==> src/hdl/rvcl_pkg.sv <==
package rvcl_pkg;

  // Field widths
  localparam int DIR_W   = 32;
  localparam int RAD_W   = 40;
  localparam int OFS_W   = 24;
  localparam int INC_W   = 30;
  localparam int DIVN_W  = 33;
  localparam int PROD_W  = 64;

  // Defaults
  localparam int STEPS_DEFAULT = 64;

  // Axis below this raw magnitude has no plane crossings
  localparam logic [DIR_W-1:0] MAG_MIN = 32'd7;
  // 100000.0 in Q24.16
  localparam logic [RAD_W-1:0] FAR_RADIUS = 40'd6553600000;
  // ceil(2^37 / 100): exact divide by 100 for any 32-bit value
  localparam logic [31:0] DIV100_MAGIC = 32'h51EB851F;
  localparam int DIV100_SHIFT = 37;

  localparam logic [OFS_W-1:0] OFS_POS_LIM = 24'h7FFFFF;
  localparam logic [OFS_W-1:0] OFS_NEG_LIM = 24'h800000;

  typedef struct packed {
    logic signed [DIR_W-1:0] dir_x;
    logic signed [DIR_W-1:0] dir_y;
    logic signed [DIR_W-1:0] dir_z;
  } in_item_t;

  typedef struct packed {
    logic [RAD_W-1:0]        step_length;
    logic signed [OFS_W-1:0] offset_i;
    logic signed [OFS_W-1:0] offset_j;
    logic signed [OFS_W-1:0] offset_k;
    logic                    last_step;
  } out_item_t;

  // Divider request and status
  typedef struct packed {
    logic              start;
    logic [DIVN_W-1:0] dividend;
    logic [DIR_W-1:0]  divisor;
  } div_req_t;

  typedef struct packed {
    logic              busy;
    logic              done;
    logic [DIVN_W-1:0] quotient;
  } div_rsp_t;

endpackage

==> src/hdl/rvcl_divider.sv <==
module rvcl_divider
  import rvcl_pkg::*;
(
  input  logic     clk,
  input  logic     rst,
  input  div_req_t req,
  output div_rsp_t rsp
);

  localparam int CNT_W = $clog2(DIVN_W + 1);

  logic [CNT_W-1:0]  cnt;
  logic [DIR_W-1:0]  rem;
  logic [DIVN_W-1:0] quo;
  logic [DIR_W-1:0]  den;
  logic              busy;
  logic              done;

  logic [DIR_W:0]    shifted;
  logic              fits;

  // One restoring step: bring down the next dividend bit
  assign shifted = {rem, quo[DIVN_W-1]};
  assign fits    = shifted >= {1'b0, den};

  always_ff @(posedge clk) begin
    if (rst) begin
      busy <= 1'b0;
      done <= 1'b0;
      cnt  <= '0;
    end else begin
      done <= 1'b0;
      if (req.start && !busy) begin
        busy <= 1'b1;
        cnt  <= CNT_W'(DIVN_W);
        rem  <= '0;
        quo  <= req.dividend;
        den  <= req.divisor;
      end else if (busy) begin
        rem <= fits ? DIR_W'(shifted - {1'b0, den}) : shifted[DIR_W-1:0];
        quo <= {quo[DIVN_W-2:0], fits};
        cnt <= cnt - 1'b1;
        if (cnt == CNT_W'(1)) begin
          busy <= 1'b0;
          done <= 1'b1;
        end
      end
    end
  end

  assign rsp.busy     = busy;
  assign rsp.done     = done;
  assign rsp.quotient = quo;

endmodule

==> src/hdl/ray_voxel_crossing_list_unit.sv <==
// Ray voxel crossing list.
// Input channel (in_valid/in_ready, in_item): one ray direction, three signed
// Q16.16 components already divided by the voxel size. in_ready is high only
// while the sequencer is idle; one ray is worked on at a time.
// Output channel (out_valid/out_ready, out_item): STEPS items per ray in order
// of nondecreasing radius, last_step set on the final one.
// Setup: each axis with a usable component runs a restoring divide for its
// radius increment. Each result then takes, per axis, two products and a sum
// of the radius by the component, a rounding add, and for the crossed axis
// one more product for the divide by 100, all through one shared 32x32
// multiplier.
// A result sits in an output register; while the receiver stalls the
// sequencer waits for the register to free up. After the last result is
// loaded the unit takes the next ray while that result still waits.
// Reset (rst, synchronous) empties the output register and idles the unit.
module ray_voxel_crossing_list_unit
  import rvcl_pkg::*;
#(
  parameter int STEPS = STEPS_DEFAULT
) (
  input  logic      clk,
  input  logic      rst,
  input  logic      in_valid,
  output logic      in_ready,
  input  in_item_t  in_item,
  output logic      out_valid,
  input  logic      out_ready,
  output out_item_t out_item
);

  localparam int CNT_W = (STEPS > 1) ? $clog2(STEPS) : 1;

  typedef enum logic [3:0] {
    S_IDLE, S_DIV_START, S_DIV_WAIT, S_SELECT, S_MHI, S_MLO,
    S_PSUM, S_ROUND, S_MDIV, S_SAT, S_OUT
  } state_t;

  state_t state;

  logic [DIR_W-1:0] mag [3];
  logic [2:0]       neg;
  logic [INC_W-1:0] inc [3];
  logic [RAD_W-1:0] accp [3];   // (2n+1)*inc + 1
  logic [RAD_W-1:0] prev_r;
  logic [RAD_W-1:0] r_cur;
  logic [RAD_W-1:0] step_len;
  logic [1:0]       prin;
  logic [1:0]       ax;
  logic [CNT_W-1:0] step_cnt;
  logic [35:0]      ph;
  logic             sat;
  logic [56:0]      p;
  logic [30:0]      t;
  logic [OFS_W-1:0] ofs [3];
  logic [PROD_W-1:0] prod;

  div_req_t div_req;
  div_rsp_t div_rsp;

  logic [RAD_W-1:0] nr [3];
  logic [1:0]       sel;
  logic [31:0]      mul_a;
  logic [31:0]      mul_b;
  logic [62:0]      q;
  logic [62:0]      rnd_add;
  logic [62:0]      rnd_sum;
  logic [30:0]      v;
  logic [OFS_W-1:0] ofs_val;
  logic             out_free;
  logic             ax_small;

  rvcl_divider u_div (
    .clk (clk),
    .rst (rst),
    .req (div_req),
    .rsp (div_rsp)
  );

  // Next crossing radius per axis
  always_comb begin
    for (int a = 0; a < 3; a++) begin
      nr[a] = (inc[a] == '0) ? FAR_RADIUS : {1'b0, accp[a][RAD_W-1:1]};
    end
  end

  // Merge: ties go to x, then y
  always_comb begin
    if (nr[0] <= nr[1] && nr[0] <= nr[2]) sel = 2'd0;
    else if (nr[1] <= nr[2])              sel = 2'd1;
    else                                  sel = 2'd2;
  end

  // Divider request
  assign ax_small         = mag[ax] < MAG_MIN;
  assign div_req.start    = (state == S_DIV_START) && !ax_small;
  assign div_req.dividend = {1'b1, 1'b0, mag[ax][DIR_W-1:1]};
  assign div_req.divisor  = mag[ax];

  // Shared multiplier operands
  always_comb begin
    case (state)
      S_MHI:   begin mul_a = {12'b0, r_cur[39:20]}; mul_b = mag[ax]; end
      S_MLO:   begin mul_a = {12'b0, r_cur[19:0]};  mul_b = mag[ax]; end
      S_MDIV:  begin mul_a = {1'b0, t};             mul_b = DIV100_MAGIC; end
      default: begin mul_a = '0;                    mul_b = '0; end
    endcase
  end

  always_ff @(posedge clk) begin
    prod <= PROD_W'(mul_a) * PROD_W'(mul_b);
  end

  // Rounding: crossed axis gets 99/100, halves round toward plus infinity
  always_comb begin
    if (ax == prin) begin
      q       = (63'(p) << 6) + (63'(p) << 5) + (63'(p) << 1) + 63'(p);
      rnd_add = (63'(50) << 32) - 63'(neg[ax]);
    end else begin
      q       = 63'(p);
      rnd_add = (63'(1) << 31) - 63'(neg[ax]);
    end
    rnd_sum = q + rnd_add;
  end

  // Final clamp to 24 bits
  always_comb begin
    v = (ax == prin) ? 31'(prod[PROD_W-1:DIV100_SHIFT]) : t;
    if (sat) begin
      ofs_val = neg[ax] ? OFS_NEG_LIM : OFS_POS_LIM;
    end else if (neg[ax]) begin
      ofs_val = (v > 31'(OFS_NEG_LIM)) ? OFS_NEG_LIM : OFS_W'(-v[OFS_W-1:0]);
    end else begin
      ofs_val = (v > 31'(OFS_POS_LIM)) ? OFS_POS_LIM : v[OFS_W-1:0];
    end
  end

  assign out_free = !out_valid || out_ready;
  assign in_ready = (state == S_IDLE);

  // Sequencer
  always_ff @(posedge clk) begin
    if (rst) begin
      state     <= S_IDLE;
      out_valid <= 1'b0;
      ax        <= '0;
      step_cnt  <= '0;
      for (int a = 0; a < 3; a++) begin
        inc[a]  <= '0;
        accp[a] <= '0;
      end
      prev_r    <= '0;
    end else begin
      // S_OUT reloads the output register itself when it frees up
      if (out_valid && out_ready && state != S_OUT) out_valid <= 1'b0;
      case (state)
        S_IDLE: begin
          if (in_valid) begin
            mag[0] <= in_item.dir_x[31] ? DIR_W'(-in_item.dir_x) : in_item.dir_x;
            mag[1] <= in_item.dir_y[31] ? DIR_W'(-in_item.dir_y) : in_item.dir_y;
            mag[2] <= in_item.dir_z[31] ? DIR_W'(-in_item.dir_z) : in_item.dir_z;
            neg    <= {in_item.dir_z[31], in_item.dir_y[31], in_item.dir_x[31]};
            ax     <= '0;
            state  <= S_DIV_START;
          end
        end
        S_DIV_START: begin
          if (ax_small) begin
            inc[ax]  <= '0;
            accp[ax] <= RAD_W'(1);
            if (ax == 2'd2) begin
              state    <= S_SELECT;
              step_cnt <= '0;
              prev_r   <= '0;
            end else begin
              ax <= ax + 1'b1;
            end
          end else begin
            state <= S_DIV_WAIT;
          end
        end
        S_DIV_WAIT: begin
          if (div_rsp.done) begin
            inc[ax]  <= div_rsp.quotient[INC_W-1:0];
            accp[ax] <= RAD_W'(div_rsp.quotient[INC_W-1:0]) + RAD_W'(1);
            if (ax == 2'd2) begin
              state    <= S_SELECT;
              step_cnt <= '0;
              prev_r   <= '0;
            end else begin
              ax    <= ax + 1'b1;
              state <= S_DIV_START;
            end
          end
        end
        S_SELECT: begin
          r_cur    <= nr[sel];
          prin     <= sel;
          step_len <= (nr[sel] >= prev_r) ? nr[sel] - prev_r : '0;
          ax       <= '0;
          state    <= S_MHI;
        end
        S_MHI: begin
          state <= S_MLO;
        end
        S_MLO: begin
          ph    <= prod[35:0];
          sat   <= |prod[51:36];
          state <= S_PSUM;
        end
        S_PSUM: begin
          p     <= {1'b0, ph, 20'b0} + 57'(prod[51:0]);
          state <= S_ROUND;
        end
        S_ROUND: begin
          t     <= rnd_sum[62:32];
          state <= (ax == prin) ? S_MDIV : S_SAT;
        end
        S_MDIV: begin
          state <= S_SAT;
        end
        S_SAT: begin
          ofs[ax] <= ofs_val;
          if (ax == 2'd2) begin
            state <= S_OUT;
          end else begin
            ax    <= ax + 1'b1;
            state <= S_MHI;
          end
        end
        S_OUT: begin
          if (out_free) begin
            out_valid            <= 1'b1;
            out_item.step_length <= step_len;
            out_item.offset_i    <= ofs[0];
            out_item.offset_j    <= ofs[1];
            out_item.offset_k    <= ofs[2];
            out_item.last_step   <= (step_cnt == CNT_W'(STEPS - 1));
            prev_r               <= r_cur;
            accp[prin]           <= accp[prin] + RAD_W'({inc[prin], 1'b0});
            if (step_cnt == CNT_W'(STEPS - 1)) begin
              state <= S_IDLE;
            end else begin
              step_cnt <= step_cnt + 1'b1;
              state    <= S_SELECT;
            end
          end
        end
        default: state <= S_IDLE;
      endcase
    end
  end

`ifndef SYNTHESIS
  // Crossings come out in nondecreasing radius within a ray
  a_radius_order: assert property (@(posedge clk) disable iff (rst)
    (state == S_SELECT && step_cnt != '0) |-> (nr[sel] >= prev_r))
    else $error("crossing radius went backwards");

  // The divider is only ever busy during setup
  a_div_setup_only: assert property (@(posedge clk) disable iff (rst)
    div_rsp.busy |-> (state == S_DIV_WAIT))
    else $error("divider busy outside setup");

  // A taken ray drops ready at once
  a_ray_take: assert property (@(posedge clk) disable iff (rst)
    (in_valid && in_ready) |=> !in_ready)
    else $error("ready stayed high after a ray was taken");
`endif

endmodule
==> config.mk <==
export PLATFORM = sky130hd
export DESIGN_NAME = ray_voxel_crossing_list_unit
export DESIGN_NICKNAME = d
export VERILOG_FILES = /design/src/hdl/rvcl_pkg.sv /design/src/hdl/rvcl_divider.sv /design/src/hdl/ray_voxel_crossing_list_unit.sv
export SDC_FILE = /design/constraint.sdc
export NUM_CORES = 2
export LEC_CHECK = 0
export ABC_CLOCK_PERIOD_IN_PS = 28500
export BUFFER_PORTS_ARGS = -buffer_cell sky130_fd_sc_hd__buf_2
export CAP_MARGIN = 20
export CORE_AREA = 2 2 372 374
export CTS_CLUSTER_DIAMETER = 40
export CTS_CLUSTER_SIZE = 8
export DETAILED_ROUTE_END_ITERATION = 12
export DIE_AREA = 0 0 374 376
export PLACE_DENSITY = 0.83
export SLEW_MARGIN = 20
export SYNTH_ARGS = -nofsm -noshare
export SYNTH_HDL_FRONTEND = slang
export SYNTH_SLANG_ARGS = --single-unit
==> constraint.sdc <==
create_clock -name clk -period 28.5 [get_ports clk]
set_clock_uncertainty 0.15 [all_clocks]
set_input_delay 8.55 -clock clk [delete_from_list [all_inputs] [get_ports clk]]
set_output_delay 8.55 -clock clk [all_outputs]
set_load 0.01 [all_outputs]
==> out/qor.txt <==
POWER
--------------------------------------------------------------------------------------
Combinational Power Share                                                        35.6%
Net Sw Power                                                                   2.03 mW
Power Internal                                                                 3.61 mW
Share of total power in the clock network                                        32.9%
P_leak                                                                         43.1 nW
Sequential share of power                                                        31.5%
Peak supply drop                                                             0.0794 mV
Switching Share                                                                  36.0%
Total chip power                                                               5.63 mW
Power per unit of standard cell area                                       57.4 nW/µm²

LOGIC SYNTHESIS
--------------------------------------------------------------------------------------
Most used flip-flop cell after synthesis                                      edfxtp_1
Post-Synth Adder-Cell Area                                                       30.7%
Number of enable flip-flop cells after synthesis                                   863
Post-synth top cells                                                      inv_1 (1,265), fa_1 (976), nor2_1 (871)
Post-Synthesis Cells                                                             8,844
Post-synthesis compound-gate area fraction                                       10.1%
Avg Inst Size Synth                                                           10.1 µm²
Number of distinct standard cells referenced by the synthesized netlist             91
Main combinational cell family by area after synthesis                     adder cells
Largest area contributor in the netlist                                       edfxtp_1
Seq cells post-synth                                                               991
Mux contribution to synthesized area                                             3.37%
Async S/R FF share, synth                                                           0%
Synth Cell Area                                                             89,600 µm²
Cell with the most instances after synthesis                                     inv_1
Yosys warnings                                                                       0
Synthesized-area fraction occupied by xor and xnor cells                         3.43%
Seq/Total Area, Yosys                                                            31.8%
Top-area cell type share of the netlist area                                     28.9%
Synth area leaders                                                        edfxtp_1 (29%), fa_1 (22%), ha_1 (8.9%)
Synthesized-area fraction occupied by and/or/nand/nor cells                      13.7%

WORST SETUP PATH
--------------------------------------------------------------------------------------
Critical Path Source Type                                                   input port
Required time worst endpoint                                                  28.75 ns
Buffer and inverter count on the worst path                                          3
Crit Path Class                                                           input port to register
R2r endpoint                                                                  prod[63]
Critical Path End Type                                                        register
Startpoint of the worst-slack reg-to-reg timing path                          state[1]
Worst path cell trace                                                     buf_2, nor2b_1, or3_1, inv_6, nand3b_1, a21boi_2, buf_4, nand2b_4
Register-to-register path setup slack                                         17.63 ns
Largest fanout of any net on the critical path                                      70
Critical path arrival                                                         11.43 ns
Delay of the slowest cell on the worst path                                    0.66 ns
Slowest library cell on the worst path                                         nor2b_1
First element of the critical path                                           out_ready
Worst r2r path cells                                                                31
CP delay by family, top                                                   simple AND/OR/NAND/NOR gates

PLACE
--------------------------------------------------------------------------------------
Port Buffer Count                                                                  214
Post-Place Cells                                                                10,800
Instance area after placement                                               92,900 µm²
Dpl hpwl                                                                    204,000 µm
RePlAce Congestion                                                               0.993
Pre-CTS setup slack                                                           16.32 ns

DRT
--------------------------------------------------------------------------------------
Sum of met3 wire segment lengths after detailed routing                      31,600 µm
WL met2                                                                     119,000 µm
DR iter-0 viols                                                                  8,060
Number of design rule violations left after detail routing                           0
Final WL                                                                    266,000 µm
First-pass detailed-route iteration total                                            9
Wirelength per Cell                                                            24.1 µm
Total via count after detailed routing                                          69,100
Number of nets still failing antenna checks after routing                            0
Uppermost routed layer                                                            met5
M1 WL                                                                       100,000 µm
Via-to-Cell Ratio                                                                 6.26

CLOCK NETWORK
--------------------------------------------------------------------------------------
Post-CTS Resized                                                                     0
Buffer cell driving the clock tree root                                      clkbuf_16
TritonCTS clock tree                                                               yes
Setup Fix Bufs, Post-CTS                                                             0
Inserted Clock Buffers                                                             162
Largest buffer count on any clock path                                               3
Post-CTS Hold Buffers                                                                0
Count of clock tree sinks                                                          991
Maximum level of the CTS H-tree                                                      4
Skew-Pair Late Insertion Delay                                                 0.85 ns
Clock-pin slew on the worst setup and hold paths                               0.05 ns

STA
--------------------------------------------------------------------------------------
Finish-stage setup viols                                                             0
Final number of hold-violating endpoints                                             0
Count of final max-slew check failures                                               0
RSZ-0062 raised after global routing                                             false
Measured slew at the worst slew-check pin                                      1.21 ns
Final worst setup slack                                                       17.33 ns
Headroom to the max-slew limit                                                   18.7%
Max Clk Rate                                                                  89.5 MHz
Final critical-path share of the clock period                                    39.2%
Final TNS setup                                                                   0 ns
Hold_ws                                                                       0.242 ns
Time the final worst path needs with I/O delays and setup                     11.17 ns

GRT
--------------------------------------------------------------------------------------
Aggregate global routing overflow                                                    0
Maximum number of pins on one net before global-route repair                       121
Number of antenna violations at the first check in global routing                    7
Vias in the first global route                                                  70,700
First-pass GRT wire length                                                  409,000 µm
Total Routing Usage GR                                                           38.2%

FLOORPLANNING
--------------------------------------------------------------------------------------
Starting Density                                                                 65.5%
Core footprint                                                             137,000 µm²
Number of top-level pins                                                           215
DIE AREA                                                                   141,000 µm²
Total number of placement rows                                                     136
Die H                                                                           376 µm
DIE WIDTH                                                                       374 µm

LAYOUT
--------------------------------------------------------------------------------------
Filler-free cell count of the finished design                                   11,000
Synth-to-layout area growth                                                      9.61%
Number of filler cells placed in the layout                                      9,581
Final Instance Area                                                         98,200 µm²
Share of cells above drive strength 1                                            7.86%
Utilization of the core after routing                                            71.8%
Number of nets at the end of the flow                                           10,800

RUN
--------------------------------------------------------------------------------------
Max-cap violations                                                                   0

MIN PATH
--------------------------------------------------------------------------------------
Worst Hold Class                                                          register to register
Worst hold path depth                                                                0
Hold Path Sink                                                            out_item[40]
Origin of the worst min-delay path                                          ofs[1][15]

RUN STATUS
--------------------------------------------------------------------------------------
Result of the run                                                         finished, final reports clean

-- kinds of logic after synthesis --
group	count (synthesis)
and+or+nand+nor	2652
adders and majority gates	1615
xor gates and xnor gates	351
DFF	991
AOI/OAI and AO/OA	1405
muxes	210
buffers and inverters	1618
other	2
-- per-layer routing --
layer	vias to the layer above	track usage, %
li1	30200	-
met1	33900	50.6
met2	4168	59.3
met3	831	9.57
met4	4	18.7
met5	-	0.172
-- power by group through the flow --
| stage | logic (mW) | registers, mW | clock network (mW) |
|---|---|---|---|
| 2_1_floorplan | 1.38 | 1.74 | 0 |
| 3_3_place_gp | 1.89 | 1.79 | 0 |
| 3_5_place_dp | 1.94 | 1.79 | 0 |
| 4_1_cts | 1.96 | 1.77 | 1.86 |
| 5_1_grt | 2.20 | 1.77 | 1.93 |
| 6_report | 2.01 | 1.77 | 1.85 |
-- worst max-delay path by stage --
stage / endpoint / slack (ns) / depth (start not counted)
detailed placement: accp[1][30] / 16.32 / 8
CTS: accp[1][24] / 17.14 / 8
floorplan: accp[3][10] / 13.86 / 8
finish: accp[1][24] / 17.33 / 8
global route: prod[63] / 17.23 / 31
global placement: accp[1][33] / 16.42 / 8
-- state kept, by name, indices dropped and copies added, names as in the netlist, 40 cells and up, named ones only --
register / count
p: 57
ofs: 72
prod: 64
accp: 156
step_len: 40
inc: 120
mag: 96
out_item: 113
-- cells in the final DEF, fill, tap and decap left out, types with 218 or more instances in the layout --
cell type | synthesis | routed
inv_1 | 1265 | 1263
fa_1 | 976 | 976
nor2_1 | 871 | 865
edfxtp_1 | 863 | 863
nand2_1 | 830 | 830
ha_1 | 639 | 639
a21oi_1 | 393 | 391
o21ai_0 | 284 | 284
xnor2_1 | 261 | 261
a21o_1 | 220 | 218
-- cell type report --
type / instances / area (µm²) / area share (%)
Multi-Input combinational cell: 6399 / 55700 / 56.7
Sequential cell: 991 / 28500 / 29.0
Inverter: 1267 / 4760 / 4.85
Clock buffer: 221 / 4350 / 4.43
Tap cell: 1794 / 2240 / 2.29
Timing Repair Buffer: 308 / 1810 / 1.84
Clock inverter: 50 / 820 / 0.835
Antenna cell: 3 / 7.51 / 0.00765
-- worst reg2reg max path: cells and delay by family (launching register included) --
family / cells / cell delay, ns
adder cells (fa/ha/maj): 9 / 4.51
AO/OA/AOI/OAI: 12 / 3.04
AND/OR/NAND/NOR: 5 / 1.74
flip-flops: 1 / 0.72
buffers and inverters: 5 / 0.53
Note: power is estimated with default switching activity, not from simulation.
